==> config.mk <==
export PLATFORM = sky130hd
export DESIGN_NAME = packet_deframer_sum_checksum_top
export DESIGN_NICKNAME = d
export VERILOG_FILES = /design/src/hdl/pdsc_pkg.sv /design/src/hdl/pdsc_regs.sv /design/src/hdl/pdsc_core.sv /design/src/hdl/packet_deframer_sum_checksum_top.sv
export SDC_FILE = /design/constraint.sdc
export NUM_CORES = 1
export LEC_CHECK = 0
export ABC_AREA = 1
export BUFFER_PORTS_ARGS = -buffer_cell sky130_fd_sc_hd__buf_2
export CORE_MARGIN = 4
export CORE_UTILIZATION = 40
export DETAILED_ROUTE_END_ITERATION = 10
export MAX_ROUTING_LAYER = met4
export PLACE_DENSITY = 0.71
export SLEW_MARGIN = 20
export SYNTH_ARGS = -nofsm -noshare
export SYNTH_HDL_FRONTEND = slang
export SYNTH_SLANG_ARGS = --single-unit
==> constraint.sdc <==
create_clock -name clk -period 4.6 [get_ports clk]
set_input_delay 0.23 -clock clk [delete_from_list [all_inputs] [get_ports clk]]
set_output_delay 0.23 -clock clk [all_outputs]
set_load 0.01 [all_outputs]
==> src/hdl/pdsc_pkg.sv <==
// Package with the types, constants and codes shared by the deframer files.
package pdsc_pkg;

    localparam int unsigned MAX_PAYLOAD = 1018;
    localparam int unsigned LEN_W       = 16;
    localparam int unsigned CNT_W       = 10;
    localparam int unsigned WAIT_W      = 17;
    localparam int unsigned ADDR_W      = 3;
    localparam int unsigned DATA_W      = 32;

    localparam logic [7:0]        SYNC_BYTE   = 8'h3D;
    localparam logic [3:0]        NIBBLE_MASK = 4'hF;
    localparam logic [LEN_W-1:0]  LEN_MIN     = LEN_W'(2);
    localparam logic [LEN_W-1:0]  LEN_MAX     = LEN_W'(MAX_PAYLOAD + 2);

    localparam logic [15:0] HEADER_TIMEOUT_RESET = 16'd200;
    localparam logic [7:0]  BODY_TIMEOUT_RESET   = 8'd100;

    localparam logic REG_HEADER_TIMEOUT = 1'b0;
    localparam logic REG_BODY_TIMEOUT   = 1'b1;

    localparam logic REQ_BYTE = 1'b0;
    localparam logic REQ_TICK = 1'b1;

    localparam logic KIND_PAYLOAD = 1'b0;
    localparam logic KIND_REPORT  = 1'b1;

    localparam logic [1:0] ST_OK       = 2'd0;
    localparam logic [1:0] ST_LENGTH   = 2'd1;
    localparam logic [1:0] ST_TIMEOUT  = 2'd2;
    localparam logic [1:0] ST_CHECKSUM = 2'd3;

    typedef enum logic [6:0] {
        PH_HUNT    = 7'b0000001,
        PH_LEN_HI  = 7'b0000010,
        PH_LEN_LO  = 7'b0000100,
        PH_CODE    = 7'b0001000,
        PH_SUB     = 7'b0010000,
        PH_PAYLOAD = 7'b0100000,
        PH_CHECK   = 7'b1000000
    } phase_t;

    typedef struct packed {
        logic       req_type;
        logic [7:0] rx_byte;
    } in_item_t;

    typedef struct packed {
        logic             result_kind;
        logic [7:0]       data_byte;
        logic [CNT_W-1:0] byte_index;
        logic [3:0]       command_nibble;
        logic [7:0]       data_code;
        logic [7:0]       sub_code;
        logic [CNT_W-1:0] payload_count;
        logic [1:0]       frame_status;
    } out_item_t;

    typedef struct packed {
        logic [15:0] header_timeout;
        logic [7:0]  body_timeout;
    } cfg_t;

endpackage

==> src/hdl/pdsc_regs.sv <==
// APB-style configuration registers for the deframer timeouts.
module pdsc_regs (
    input  logic                        clk,
    input  logic                        rst_n,
    input  logic                        psel,
    input  logic                        penable,
    input  logic                        pwrite,
    input  logic [pdsc_pkg::ADDR_W-1:0] paddr,
    input  logic [pdsc_pkg::DATA_W-1:0] pwdata,
    output logic [pdsc_pkg::DATA_W-1:0] prdata,
    output logic                        pready,
    output pdsc_pkg::cfg_t              cfg
);

    logic        wr_en;
    logic        reg_sel;
    logic [15:0] header_timeout_reg;
    logic [7:0]  body_timeout_reg;

    assign pready  = 1'b1;
    assign wr_en   = psel && penable && pwrite && pready;
    assign reg_sel = paddr[2];

    always_ff @(posedge clk or negedge rst_n)
    begin
        if (!rst_n)
        begin
            header_timeout_reg <= pdsc_pkg::HEADER_TIMEOUT_RESET;
            body_timeout_reg   <= pdsc_pkg::BODY_TIMEOUT_RESET;
        end
        else if (wr_en)
        begin
            case (reg_sel)
                pdsc_pkg::REG_HEADER_TIMEOUT: header_timeout_reg <= pwdata[15:0];
                pdsc_pkg::REG_BODY_TIMEOUT:   body_timeout_reg   <= pwdata[7:0];
                default:                      header_timeout_reg <= header_timeout_reg;
            endcase
        end
    end

    always_comb
    begin
        case (reg_sel)
            pdsc_pkg::REG_HEADER_TIMEOUT: prdata = {16'd0, header_timeout_reg};
            pdsc_pkg::REG_BODY_TIMEOUT:   prdata = {24'd0, body_timeout_reg};
            default:                      prdata = '0;
        endcase
    end

    assign cfg.header_timeout = header_timeout_reg;
    assign cfg.body_timeout   = body_timeout_reg;

endmodule

==> src/hdl/pdsc_core.sv <==
// Deframer state machine with the result output register.
module pdsc_core (
    input  logic                clk,
    input  logic                rst_n,
    input  pdsc_pkg::cfg_t      cfg,
    input  logic                in_valid,
    output logic                in_ready,
    input  pdsc_pkg::in_item_t  in_item,
    output logic                out_valid,
    input  logic                out_ready,
    output pdsc_pkg::out_item_t out_item
);

    localparam int unsigned CW = pdsc_pkg::CNT_W;
    localparam int unsigned WW = pdsc_pkg::WAIT_W;

    pdsc_pkg::phase_t    phase_reg, phase_next;
    logic [7:0]          length_high_reg, length_high_next;
    logic [CW-1:0]       payload_length_reg, payload_length_next;
    logic [CW-1:0]       byte_count_reg, byte_count_next;
    logic [7:0]          running_sum_reg, running_sum_next;
    logic [7:0]          data_code_reg, data_code_next;
    logic [7:0]          sub_code_reg, sub_code_next;
    logic [WW-1:0]       wait_ticks_reg, wait_ticks_next;
    logic                out_valid_reg, out_valid_next;
    pdsc_pkg::out_item_t out_item_reg, out_item_next;

    logic                in_fire;
    logic                emit;
    pdsc_pkg::out_item_t res;
    logic [WW-1:0]       wait_inc;
    logic [15:0]         len;
    logic [CW:0]         count_inc;
    logic [7:0]          b;

    assign in_ready  = !out_valid_reg || out_ready;
    assign in_fire   = in_valid && in_ready;
    assign b         = in_item.rx_byte;
    assign wait_inc  = wait_ticks_reg + WW'(1);
    assign len       = {length_high_reg, b};
    assign count_inc = {1'b0, byte_count_reg} + (CW+1)'(1);

    always_comb
    begin
        phase_next          = phase_reg;
        length_high_next    = length_high_reg;
        payload_length_next = payload_length_reg;
        byte_count_next     = byte_count_reg;
        running_sum_next    = running_sum_reg;
        data_code_next      = data_code_reg;
        sub_code_next       = sub_code_reg;
        wait_ticks_next     = wait_ticks_reg;
        emit                = 1'b0;

        res.result_kind    = pdsc_pkg::KIND_REPORT;
        res.data_byte      = 8'd0;
        res.byte_index     = '0;
        res.command_nibble = data_code_reg[3:0] & pdsc_pkg::NIBBLE_MASK;
        res.data_code      = data_code_reg;
        res.sub_code       = sub_code_reg;
        res.payload_count  = payload_length_reg;
        res.frame_status   = pdsc_pkg::ST_OK;

        if (in_item.req_type == pdsc_pkg::REQ_TICK)
        begin
            case (phase_reg)
                pdsc_pkg::PH_LEN_HI, pdsc_pkg::PH_LEN_LO:
                begin
                    wait_ticks_next = wait_inc;
                    if (wait_inc > {1'b0, cfg.header_timeout})
                    begin
                        emit              = 1'b1;
                        res.payload_count = '0;
                        res.frame_status  = pdsc_pkg::ST_TIMEOUT;
                        phase_next        = pdsc_pkg::PH_HUNT;
                    end
                end
                pdsc_pkg::PH_CODE, pdsc_pkg::PH_SUB, pdsc_pkg::PH_PAYLOAD,
                pdsc_pkg::PH_CHECK:
                begin
                    wait_ticks_next = wait_inc;
                    if (wait_inc > {9'd0, cfg.body_timeout})
                    begin
                        emit             = 1'b1;
                        res.frame_status = pdsc_pkg::ST_TIMEOUT;
                        phase_next       = pdsc_pkg::PH_HUNT;
                    end
                end
                default:
                begin
                    phase_next = pdsc_pkg::PH_HUNT;
                end
            endcase
        end
        else
        begin
            case (phase_reg)
                pdsc_pkg::PH_LEN_HI:
                begin
                    length_high_next = b;
                    phase_next       = pdsc_pkg::PH_LEN_LO;
                end
                pdsc_pkg::PH_LEN_LO:
                begin
                    if (len < pdsc_pkg::LEN_MIN || len > pdsc_pkg::LEN_MAX)
                    begin
                        emit              = 1'b1;
                        res.payload_count = '0;
                        res.frame_status  = pdsc_pkg::ST_LENGTH;
                        phase_next        = pdsc_pkg::PH_HUNT;
                    end
                    else
                    begin
                        payload_length_next = CW'(len - pdsc_pkg::LEN_MIN);
                        running_sum_next    = length_high_reg + b;
                        wait_ticks_next     = '0;
                        phase_next          = pdsc_pkg::PH_CODE;
                    end
                end
                pdsc_pkg::PH_CODE:
                begin
                    data_code_next   = b;
                    running_sum_next = running_sum_reg + b;
                    phase_next       = pdsc_pkg::PH_SUB;
                end
                pdsc_pkg::PH_SUB:
                begin
                    sub_code_next    = b;
                    running_sum_next = running_sum_reg + b;
                    byte_count_next  = '0;
                    phase_next       = (payload_length_reg != '0) ? pdsc_pkg::PH_PAYLOAD
                                                                  : pdsc_pkg::PH_CHECK;
                end
                pdsc_pkg::PH_PAYLOAD:
                begin
                    emit             = 1'b1;
                    res.result_kind  = pdsc_pkg::KIND_PAYLOAD;
                    res.data_byte    = b;
                    res.byte_index   = byte_count_reg;
                    running_sum_next = running_sum_reg + b;
                    byte_count_next  = count_inc[CW-1:0];
                    if (count_inc >= {1'b0, payload_length_reg})
                    begin
                        phase_next = pdsc_pkg::PH_CHECK;
                    end
                end
                pdsc_pkg::PH_CHECK:
                begin
                    emit             = 1'b1;
                    res.frame_status = (b == running_sum_reg) ? pdsc_pkg::ST_OK
                                                              : pdsc_pkg::ST_CHECKSUM;
                    phase_next       = pdsc_pkg::PH_HUNT;
                end
                default:
                begin
                    phase_next = pdsc_pkg::PH_HUNT;
                    if (b == pdsc_pkg::SYNC_BYTE)
                    begin
                        phase_next          = pdsc_pkg::PH_LEN_HI;
                        wait_ticks_next     = '0;
                        data_code_next      = 8'd0;
                        sub_code_next       = 8'd0;
                        payload_length_next = '0;
                        byte_count_next     = '0;
                        running_sum_next    = 8'd0;
                    end
                end
            endcase
        end
    end

    always_comb
    begin
        out_valid_next = out_valid_reg && !out_ready;
        out_item_next  = out_item_reg;
        if (in_fire && emit)
        begin
            out_valid_next = 1'b1;
            out_item_next  = res;
        end
    end

    always_ff @(posedge clk or negedge rst_n)
    begin
        if (!rst_n)
        begin
            phase_reg          <= pdsc_pkg::PH_HUNT;
            length_high_reg    <= 8'd0;
            payload_length_reg <= '0;
            byte_count_reg     <= '0;
            running_sum_reg    <= 8'd0;
            data_code_reg      <= 8'd0;
            sub_code_reg       <= 8'd0;
            wait_ticks_reg     <= '0;
            out_valid_reg      <= 1'b0;
        end
        else
        begin
            out_valid_reg <= out_valid_next;
            if (in_fire)
            begin
                phase_reg          <= phase_next;
                length_high_reg    <= length_high_next;
                payload_length_reg <= payload_length_next;
                byte_count_reg     <= byte_count_next;
                running_sum_reg    <= running_sum_next;
                data_code_reg      <= data_code_next;
                sub_code_reg       <= sub_code_next;
                wait_ticks_reg     <= wait_ticks_next;
            end
        end
    end

    always_ff @(posedge clk)
    begin
        out_item_reg <= out_item_next;
    end

    assign out_valid = out_valid_reg;
    assign out_item  = out_item_reg;

    a_payload_index: assert property (@(posedge clk) disable iff (!rst_n)
        phase_reg == pdsc_pkg::PH_PAYLOAD |-> byte_count_reg < payload_length_reg)
        else $error("payload index reached payload length");

    a_length_bound: assert property (@(posedge clk) disable iff (!rst_n)
        (phase_reg == pdsc_pkg::PH_CODE || phase_reg == pdsc_pkg::PH_SUB ||
         phase_reg == pdsc_pkg::PH_PAYLOAD || phase_reg == pdsc_pkg::PH_CHECK)
        |-> payload_length_reg <= CW'(pdsc_pkg::MAX_PAYLOAD))
        else $error("accepted payload length out of range");

    a_hunt_tick: assert property (@(posedge clk) disable iff (!rst_n)
        in_fire && in_item.req_type == pdsc_pkg::REQ_TICK && phase_reg == pdsc_pkg::PH_HUNT
        |=> phase_reg == pdsc_pkg::PH_HUNT && out_valid_reg == $past(out_valid_next))
        else $error("tick while hunting changed state");

    a_payload_result: assert property (@(posedge clk) disable iff (!rst_n)
        out_valid_reg && out_item_reg.result_kind == pdsc_pkg::KIND_PAYLOAD
        |-> out_item_reg.frame_status == pdsc_pkg::ST_OK &&
            out_item_reg.byte_index < out_item_reg.payload_count)
        else $error("malformed payload transaction");

endmodule

==> src/hdl/packet_deframer_sum_checksum_top.sv <==
// Top level of the sync, length and checksum packet deframer.
//
//   port group   direction  handshake              payload
//   in_*         in         in_valid / in_ready    in_item  (pdsc_pkg::in_item_t)
//   out_*        out        out_valid / out_ready  out_item (pdsc_pkg::out_item_t)
//   p*           in/out     psel, penable, pready  paddr, pwdata, prdata
//
// One input per cycle while in_ready is high; any result is valid in the next cycle.
// The deframer state machine and its output register set the rate: one pass per item.
// A result held by out_ready low stalls input only while the output register is full.
// Reset clears the state machine, the output valid and loads the timeout defaults.
module packet_deframer_sum_checksum_top (
    input  logic                        clk,
    input  logic                        rst_n,
    input  logic                        in_valid,
    output logic                        in_ready,
    input  pdsc_pkg::in_item_t          in_item,
    output logic                        out_valid,
    input  logic                        out_ready,
    output pdsc_pkg::out_item_t         out_item,
    input  logic                        psel,
    input  logic                        penable,
    input  logic                        pwrite,
    input  logic [pdsc_pkg::ADDR_W-1:0] paddr,
    input  logic [pdsc_pkg::DATA_W-1:0] pwdata,
    output logic [pdsc_pkg::DATA_W-1:0] prdata,
    output logic                        pready
);

    pdsc_pkg::cfg_t cfg;

    pdsc_regs u_regs (
        .clk     (clk),
        .rst_n   (rst_n),
        .psel    (psel),
        .penable (penable),
        .pwrite  (pwrite),
        .paddr   (paddr),
        .pwdata  (pwdata),
        .prdata  (prdata),
        .pready  (pready),
        .cfg     (cfg)
    );

    pdsc_core u_core (
        .clk       (clk),
        .rst_n     (rst_n),
        .cfg       (cfg),
        .in_valid  (in_valid),
        .in_ready  (in_ready),
        .in_item   (in_item),
        .out_valid (out_valid),
        .out_ready (out_ready),
        .out_item  (out_item)
    );

endmodule

-- Word level (Yosys, flattened, before mapping)
Cells that the tools add are included.
- bits in registers: 152
- input port bits: 51
- output and inout bits: 86
- word-level logic and storage cells: 130
- add/sub/neg operators: 5
- order comparisons: 5
- equality and inequality tests: 15
- muxes and demuxes: 41
- bitwise logic cells: 8
- reductions and logical operators: 37
- operators by type and width (cell ; count):
    17-bit 2-to-1 mux ; 4
    32-bit one-hot mux with 2 select lines ; 1
    7-bit one-hot mux with 6 select lines ; 1
    10-bit 2-to-1 mux ; 4
    12-bit 2-to-1 mux ; 3
    7-bit 2-to-1 mux ; 5
    17-bit one-hot mux with 2 select lines ; 1
    8-bit one-hot mux with 2 select lines ; 2
    10-bit one-hot mux with 3 select lines ; 1
    8-bit one-hot mux with 3 select lines ; 1
    10-bit one-hot mux with 2 select lines ; 1
    19-bit 2-to-1 mux ; 1
    17-bit by 1-bit adder with 17-bit output, second input constant ; 1
    17-bit by 16-bit > comparator with 1-bit output ; 1
    17-bit by 8-bit > comparator with 1-bit output ; 1
    8-bit adder ; 2
    16-bit by 10-bit > comparator with 1-bit output, second input constant ; 1
    16-bit by 2-bit less-than comparator with 1-bit output, second input constant ; 1
    8-bit 2-to-1 mux ; 2
    4-bit AND reduction ; 4
    5-bit AND reduction ; 3
    5-bit OR reduction ; 3
    7-bit one-hot mux with 2 select lines ; 1
    10-bit by 1-bit adder with 11-bit output, second input constant ; 1
    32 further kinds ; 65

-- Depth between registers and ports, before layout
Gate-level depths: netlist of the first run.
- depth in word-level cells: 7
- mapped depth: 22
- depth with buffers taken out: 22

-- Cells and area by module
A second synthesis of the first run with hierarchy kept.
- cell total of the unflattened synthesis: 976
- area total of the unflattened synthesis: 8413.1 µm²
- by module, submodules not included (module ; times used ; cells each ; area each (µm²) ; sequential area each (µm²)):
    pdsc_core ; 1 ; 807 ; 7088.0 ; 3339.5
    pdsc_regs ; 1 ; 169 ; 1325.0 ; 608.1

-- Worst setup path before layout of the first run
OpenSTA, ideal clock, no wires.
- path kind: flip-flop to flip-flop
- start point: register u_core.wait_ticks_reg[0]
- end point: register u_core.out_item_reg (netlist bit u_core.out_item[0]) (enable)
- setup time: 0.405 ns
- arrival: 3.380 ns
- required time: 4.195 ns
- path slack: 0.815 ns
- stages on the path, launching flop included: 23
- buffers on the path: 0
- clock period less this slack: 3.785 ns
- cells stage by stage: dfrtp_1 > ha_1 > nand3_2 > inv_1 > nand2_1 > xor2_1 > ha_1 > nand2_1 > nor2_1 > nand3b_1 > nand3_1 > nand2_1 > nand3_1 > nand2_1 > nand2_1 > nand2_1 > nand2_1 > nand2_1 > nand2_1 > nand2_1 > nand2_1 > nand3_1 > nand2_1
- word-level cells in the longest chain between the ends: 6
- elaborated cells between the ends (all ways): 8
- those cells by class: add/sub: 1; order compare: 2; mux: 4; reduce/logical: 1
- RTL lines (item ; line ; text):
    start, declared ; pdsc_core.sv:24 ; logic [WW-1:0] wait_ticks_reg, wait_ticks_next;
    start signal, assigned ; pdsc_core.sv:209 ; wait_ticks_reg <= wait_ticks_next;
    17-bit by 1-bit adder with 17-bit output (*) ; pdsc_core.sv:39 ; assign wait_inc = wait_ticks_reg + WW'(1);
    17-bit by 8-bit > comparator with 1-bit output / 17-bit by 16-bit > comparator with 1-bit output (equally long branches) ; pdsc_core.sv:82, pdsc_core.sv:70 ;
    1-bit 2-to-1 mux, on equally long branches ; pdsc_core.sv:82, pdsc_core.sv:70 ;
    1-bit one-hot mux with 2 select lines (*) ; pdsc_core.sv:66 ; case (phase_reg)
    1-bit 2-to-1 mux (*) ; pdsc_core.sv:64 ; if (in_item.req_type == pdsc_pkg::REQ_TICK)
    1-bit logical AND (*) ; pdsc_core.sv:176 ; if (in_fire && emit)
    end signal, assigned ; pdsc_core.sv:216 ; out_item_reg <= out_item_next;
    end, declared ; pdsc_core.sv:26 ; pdsc_pkg::out_item_t out_item_reg, out_item_next;
Mark *: on every way between the ends. The rest lies on a longest branch, timed or not.
A chain may end at the register's enable or synchronous reset.

-- Worst setup path after layout of the first run
- start point: register u_core.wait_ticks_reg[0]
- end point: register u_core.out_item_reg (netlist bit u_core.out_item[14]) (enable)
Same word-level chain as after synthesis.

==> results.sh, run 1 <==
export IMPL_status="finished, final reports clean"
export IMPL_grt_usage=0.1704
export IMPL_arrival_ns=3.78
export IMPL_whs_ns=0.03520
export IMPL_drc=0
export IMPL_fp_row_count=52
export IMPL_yosysUniqueCellTypes=54
export IMPL_die_w_um=151.8
export IMPL_setup_viol=0
export IMPL_port_buffers=101
export IMPL_initial_core_util=0.4075
export IMPL_hold_viol_final=0
export IMPL_synth_cells=952
export IMPL_firstDrtPassIters=5
export IMPL_ys_ff_latch=148
export IMPL_ant_nets=0
export IMPL_synth_area_um2=8273
export IMPL_grt_antenna_before_repair=1
export IMPL_ioPinCount=137
export IMPL_final_core_util=0.4712
export IMPL_crit_reg2reg_launch="u_core.wait_ticks_reg[0]"
export IMPL_synth_edf_count=47
export IMPL_relSlewSlack=0.2979
export IMPL_path_cells="ha_1, nand3_2, inv_1, nand2_1, xor2_1, ha_1, nand2_1, nor2_1, nand3b_1, nand3_1, nand2_1, nand3_1, nand2_1, nand2_1, nand2_1, nand2_1, nand2_1, nand2_1, nand2_1, nand2_1, nand3_1, nand2_2, buf_4"
export IMPL_ys_top_cells_by_area="dfrtp_1 (28%), edfxtp_1 (17%), nand2_1 (7.4%)"
export IMPL_p_per_area_nw_per_um2=367.5
export IMPL_vias=6599
export IMPL_cp_required_ns=4.67
export IMPL_slowest_delay_ns=0.47
export IMPL_leakage_uw=0.004722
export IMPL_rrSetupSlack_ns=0.89
export IMPL_min_to="u_regs.header_timeout_reg[6]"
export IMPL_crit_path_start_kind="register"
export IMPL_worst_path_most_repeated_cell="nand2_1"
export IMPL_hold_buffers=1
export IMPL_synth_top_area_cell="dfrtp_1"
export IMPL_area_growth_pct=15.61
export IMPL_endpoint_kind="register"
export IMPL_min_path_cells=3
export IMPL_final_fill_count=1960
export IMPL_post_drt_wl_per_cell_um=14.15
export IMPL_synth_top_cell_area_share=0.2843
export IMPL_place_congestion=0.9501
export IMPL_hpwl_um=13730
export IMPL_yosysSeqAreaShare=0.4772
export IMPL_core_area_um2=20300
export IMPL_cts_buffers=17
export IMPL_min_from="pwdata[6]"
export IMPL_layout_worst_path_cycle_share=0.8062
export IMPL_critical_path_class="reg2reg"
export IMPL_fin_skew_ns=0.01144
export IMPL_via_per_inst=4.954
export IMPL_crit_slowest_cell="dfrtp_1"
export IMPL_h_tree_depth=4
export IMPL_drtIter0Drc=494
export IMPL_final_max_slew_viol_count=0
export IMPL_yosysWarningCount=0
export IMPL_syn_area_per_cell_um2=8.690
export IMPL_timing_setup_tns_ns=0
export IMPL_hold_path_class="in2reg"
export IMPL_clock_latency_ns=0.43
export IMPL_yosys_top_cells_count="nand2_1 (163), inv_1 (154), dfrtp_1 (94)"
export IMPL_cts_tree="done"
export IMPL_cts_sinks=148
export IMPL_clkTransAtPathRegs_ns=0.06
export IMPL_fin_nets=1142
export IMPL_rsz0062_at_grt="false"
export IMPL_critPathMaxFanout=47
export IMPL_worstPathBufferInverterCount=2
export IMPL_fin_crit_ns=3.708
export IMPL_grt_overflow_total=0
export IMPL_reg2reg_to="u_core.out_item[14]"
export IMPL_clock_path_buffers=2
export IMPL_startpoint="u_core.wait_ticks_reg[0]"
export IMPL_synth_ff_type="dfrtp_1"
export IMPL_fin_cells=1332
export IMPL_cap_violations=0
export IMPL_dp_cells=1298
export IMPL_largest_reg_flops=47
export IMPL_wirelength_um=18850
export IMPL_critPathTopFamily="simple AND/OR/NAND/NOR gates"
export IMPL_vdd_ir_drop_max_uv=204.7
export IMPL_yosysMostFrequentCell="nand2_1"
export IMPL_fmax_mhz=269.7
export IMPL_grt_max_degree=66
export IMPL_async_reset_ff_frac=0.6824
export IMPL_cts_root_buf="clkbuf_16"
export IMPL_ff2ff_path_depth=23
export IMPL_cts_resized=0
export IMPL_grt_pass1_vias=6374
export IMPL_die_y_um=151.8
export IMPL_worst_pin_slew_ns=1.049
export IMPL_grt_pass1_wl_um=31530
export IMPL_die_area_um2=23050
export IMPL_drive_gt1_frac=0.1791
export IMPL_cts_setup_buffers=0
-- worst register-to-register path: cells and delay by family, from the launching register on --
kind,cells,cell delay (ns)
xor gates and xnor gates,1,0.17
and+or+nand+nor,18,1.49
adders and majority gates,2,0.55
DFF,1,0.47
buffers and inverters,2,0.64
-- where the power goes --
| group | leakage (uW) | internal (uW) | switching (uW) |
|---|---|---|---|
| combinational | 0.00289 | 201 | 344 |
| clock | 0.000297 | 847 | 600 |
| sequential | 0.00153 | 1460 | 65.4 |
-- worst max-delay path by stage --
| stage | to | slack [ns] | cells after the start |
|---|---|---|---|
| finish | u_core.out_item[14] | 0.89 | 23 |
| detailed placement | u_core.out_item[2] | 0.87 | 23 |
| global route | u_core.out_item[22] | 0.58 | 23 |
| floorplan | u_core.out_item[0] | 0.81 | 22 |
| global placement | u_core.out_item[48] | 0.95 | 23 |
| CTS | u_core.out_item[0] | 0.86 | 23 |
-- per-stage QoR --
| stage | total power [uW] | cell area (um^2) | setup slack (ns) |
|---|---|---|---|
| after floorplan | 1928 | 8329 | 0.8149 |
| after global placement | 2070 | 8937 | 0.9489 |
| after detailed placement | 2088 | 8937 | 0.8671 |
| after CTS | 3542 | 9562 | 0.8632 |
| after global routing | 3700 | 9564 | 0.5822 |
| final | 3515 | 9564 | 0.8915 |
-- final cells by class --
| type | instances | area, um^2 | area share |
|---|---|---|---|
| Inverter | 162 | 610.6 | 0.06384 |
| Multi-Input combinational cell | 614 | 3511 | 0.3671 |
| Clock buffer | 19 | 452.9 | 0.04736 |
| Antenna cell | 1 | 2.502 | 0.0002616 |
| Tap cell | 270 | 337.8 | 0.03532 |
| Timing Repair Buffer | 105 | 540.5 | 0.05651 |
| Clock inverter | 13 | 161.4 | 0.01688 |
| Sequential cell | 148 | 3948 | 0.4127 |
-- cells by family after synthesis --
group	after synthesis	share of synthesized area
flip-flops	148	0.4772
buffers and inverters	205	0.1056
XOR/XNOR	29	0.03070
adder cells (fa/ha/maj)	43	0.06594
AO/OA/AOI/OAI	156	0.1110
AND/OR/NAND/NOR	369	0.2087
other	2	0.0009078
-- layer usage --
metal,vias up,GRT usage,routed length [um]
met5,-,-,0
met4,0,0.06122,482
met3,37,0.03100,856
met2,161,0.2733,8978
met1,3109,0.2177,8530
li1,3292,-,-
-- cells in the final DEF, fill, tap and decap left out, types with 3 or more instances in the layout --
cell type    n
nand2_1    162
nor3_1       8
o21ai_1      3
o21ai_2      4
nand3_1     57
nor4_4       3
nor2_2       6
buf_4        4
xor2_1      26
nor4_1       4
nor2_1      82
buf_2      100
conb_1      17
inv_2        6
inv_8        3
dfrtp_1     94
xnor2_1      3
o31ai_1      4
inv_6        4
a22o_1       3
nor2_4       3
nor3_2       4
nand3b_1     3
edfxtp_1    47
a21oi_1     26
clkbuf_16   17
nand3_2      6
nand2_2      7
o22ai_1     21
o21ai_0     79
nand4_1     18
dfstp_2      7
ha_1        42
inv_1      154
(Power assumes the default switching activity.)
==> run 2, diff against run 1 <==
Settings changed: PLACE_DENSITY 0.71 to 0.73.
Clock period 4.6 ns to 3.2 ns, I/O delays scaled along.
==> run 2 against run 1 <==
  * Count of clock-buffer cells in the layout did not move
  * Fmax rose by 21%
  * Design area rose by 6.4%
  * Total power rose by 43%
  * Sequential power rose by 44%
  * Critical path depth did not move
  * Non-clock buffer count rose by 45
  * Clock skew fell by 0.00053 ns
  * Global-route usage rose by 0.51 points
  * Sequential cell count did not move
  * Utilization rose by 3.0 points
  * Routed wire length rose by 7.0%
  * Critical path type unchanged
  * Critical endpoint is now u_core.out_item[6]
==> results.sh, run 2 (same netlist as run 1, synthesis figures left out) <==
export IMPL_status="finished, final reports clean"
export IMPL_fin_skew_ns=0.01092
export IMPL_critical_path_class="reg2reg"
export IMPL_port_buffers=101
export IMPL_worst_pin_slew_ns=0.9148
export IMPL_final_common_cell="nand2_1"
export IMPL_relSlewSlack=0.3886
export IMPL_die_area_um2=23050
export IMPL_cp_required_ns=3.34
export IMPL_cts_sinks=148
export IMPL_clkTransAtPathRegs_ns=0.06
export IMPL_initial_core_util=0.4075
export IMPL_worstPathBufferInverterCount=2
export IMPL_arrival_ns=3.20
export IMPL_area_growth_pct=23.03
export IMPL_fin_cells=1377
export IMPL_die_y_um=151.8
export IMPL_slowest_delay_ns=0.39
export IMPL_final_max_slew_viol_count=0
export IMPL_vdd_ir_drop_max_uv=242.0
export IMPL_finish_instance_area_um2=10180
export IMPL_post_drt_wl_per_cell_um=14.65
export IMPL_h_tree_depth=4
export IMPL_wirelength_um=20170
export IMPL_drc=0
export IMPL_die_w_um=151.8
export IMPL_worst_path_most_repeated_cell="nand2_2"
export IMPL_ioPinCount=137
export IMPL_clock_latency_ns=0.43
export IMPL_place_congestion=0.9226
export IMPL_fp_row_count=52
export IMPL_layout_worst_path_cycle_share=0.9539
export IMPL_dp_cells=1313
export IMPL_grt_overflow_total=0
export IMPL_ant_nets=0
export IMPL_grt_pass1_vias=6635
export IMPL_cts_root_buf="clkbuf_16"
export IMPL_critPathMaxFanout=7
export IMPL_grt_max_degree=52
export IMPL_cts_tree="done"
export IMPL_grt_usage=0.1754
export IMPL_hpwl_um=14180
export IMPL_leakage_uw=0.004947
export IMPL_drive_gt1_frac=0.2260
export IMPL_grt_antenna_before_repair=1
export IMPL_crit_slowest_cell="dfrtp_1"
export IMPL_fmax_mhz=327.6
export IMPL_cts_buffers=17
export IMPL_core_area_um2=20300
export IMPL_critPathTopFamily="simple AND/OR/NAND/NOR gates"
export IMPL_vias=6906
export IMPL_clock_path_buffers=2
export IMPL_firstDrtPassIters=6
export IMPL_rsz0062_at_grt="true"
export IMPL_final_cell_mix="nand2_1 (155), inv_1 (150), buf_2 (100)"
export IMPL_largest_reg_flops=47
export IMPL_grt_pass1_wl_um=32450
export IMPL_fin_nets=1187
export IMPL_fin_crit_ns=3.053
export IMPL_endpoint_kind="register"
export IMPL_hold_viol_final=0
export IMPL_setup_viol=0
export IMPL_crit_path_start_kind="register"
export IMPL_cap_violations=0
export IMPL_path_cells="ha_2, nand3_4, inv_2, nand2_2, xor2_2, ha_1, nand2_2, nor2_2, nand3b_1, nand3_1, nand2_1, nand3_1, nand2_1, nand2_1, nand2_1, nand2_1, nand2_2, nand2_2, nand2_2, nand2_2, nand3_4, nand2_8, clkbuf_16"
export IMPL_via_per_inst=5.015
export IMPL_placed_cell_area_um2=9080
export IMPL_drtIter0Drc=583
export IMPL_hold_path_class="in2reg"
export IMPL_p_per_area_nw_per_um2=494.3
run 2: cell types whose count changed in the layout (fill, tap and decap cells not counted), moves of 4 or more:
| cell | delta |
|---|---|
| nand2_1 | -7 |
| buf_4 | +21 |
| nor2_1 | -5 |
| xor2_1 | -5 |
| inv_1 | -4 |
| buf_12 | +4 |
| nand2_2 | +6 |
| dfrtp_2 | +5 |
| xor2_2 | +5 |
| inv_2 | +4 |
| dfrtp_1 | -5 |
| dlygate4sd3_1 | +15 |
run 2: final timing paths:
| check | startpoint | end | slack (ns) | depth (start not counted) |
|---|---|---|---|---|
| worst max register to register | u_core.wait_ticks_reg[0] | u_core.out_item[6] | 0.15 | 23 |
| min in group asynchronous | rst_n | u_regs.header_timeout_reg[4] | 0.32 | 2 |
| worst max-delay path | u_core.wait_ticks_reg[0] | u_core.out_item[6] | 0.15 | 23 |
| worst min-delay path | pwdata[1] | u_regs.header_timeout_reg[1] | 0.04 | 3 |
| max in group asynchronous | rst_n | u_regs.header_timeout_reg[7] | 2.14 | 3 |
| worst min register to register | u_core.sub_code_reg[4] | u_core.out_item[16] | 0.44 | 0 |
run 2: routing by layer:
metal  vias up  track usage  routed length (um)
met5         -            -                   0
li1       3377            -                   -
met4         0      0.05009                 350
met1      3277       0.2229                8675
met2       220       0.2854                9994
met3        32      0.03754                1147
run 2: metrics by stage:
step	setup WS [ns]	hold WS, ns	TNS (ns)	utilization	total power (uW)
after global placement	0.06538	0.2394	0	0.4473	2989
final	0.1474	0.03958	0	0.5014	5032
after detailed placement	-0.01930	0.2367	-0.5101	0.4473	3017
after CTS	-0.01370	0.02482	-0.2622	0.4840	5023
after floorplan	0.05840	-0.1356	0	-	2771
after global routing	-0.05156	0.05627	-1.775	0.5014	5302
run 2: tightest hold or removal path, cell delays in order:
cell and delay (ns):
buf_2 0.09, inv_1 0.07, o21ai_0 0.09
run 2: power breakdown:
part           internal, uW  switching [uW]
registers              2100            95.9
logic                   325             534
clock network          1160             819
total                  3580            1450
run 2: cell type report:
type | instances | area [um^2]
repair buffers | 150 | 1012
clock buffers | 19 | 432.9
clock inverters | 13 | 148.9
fillers | 1854 | 10120
well taps | 270 | 337.8
flip-flops and latches | 148 | 3954
multi-input cells | 614 | 3680
inverters | 162 | 610.6
diodes | 1 | 2.502
run 2: repair_timing:
action	4_1_cts	5_1_grt
buffers inserted	0	12
cloned	0	3
pin swaps	0	13
hold endpoints to repair	62	0
setup endpoints to repair	29	67
hold buffers	16	0
resized for setup	1	43
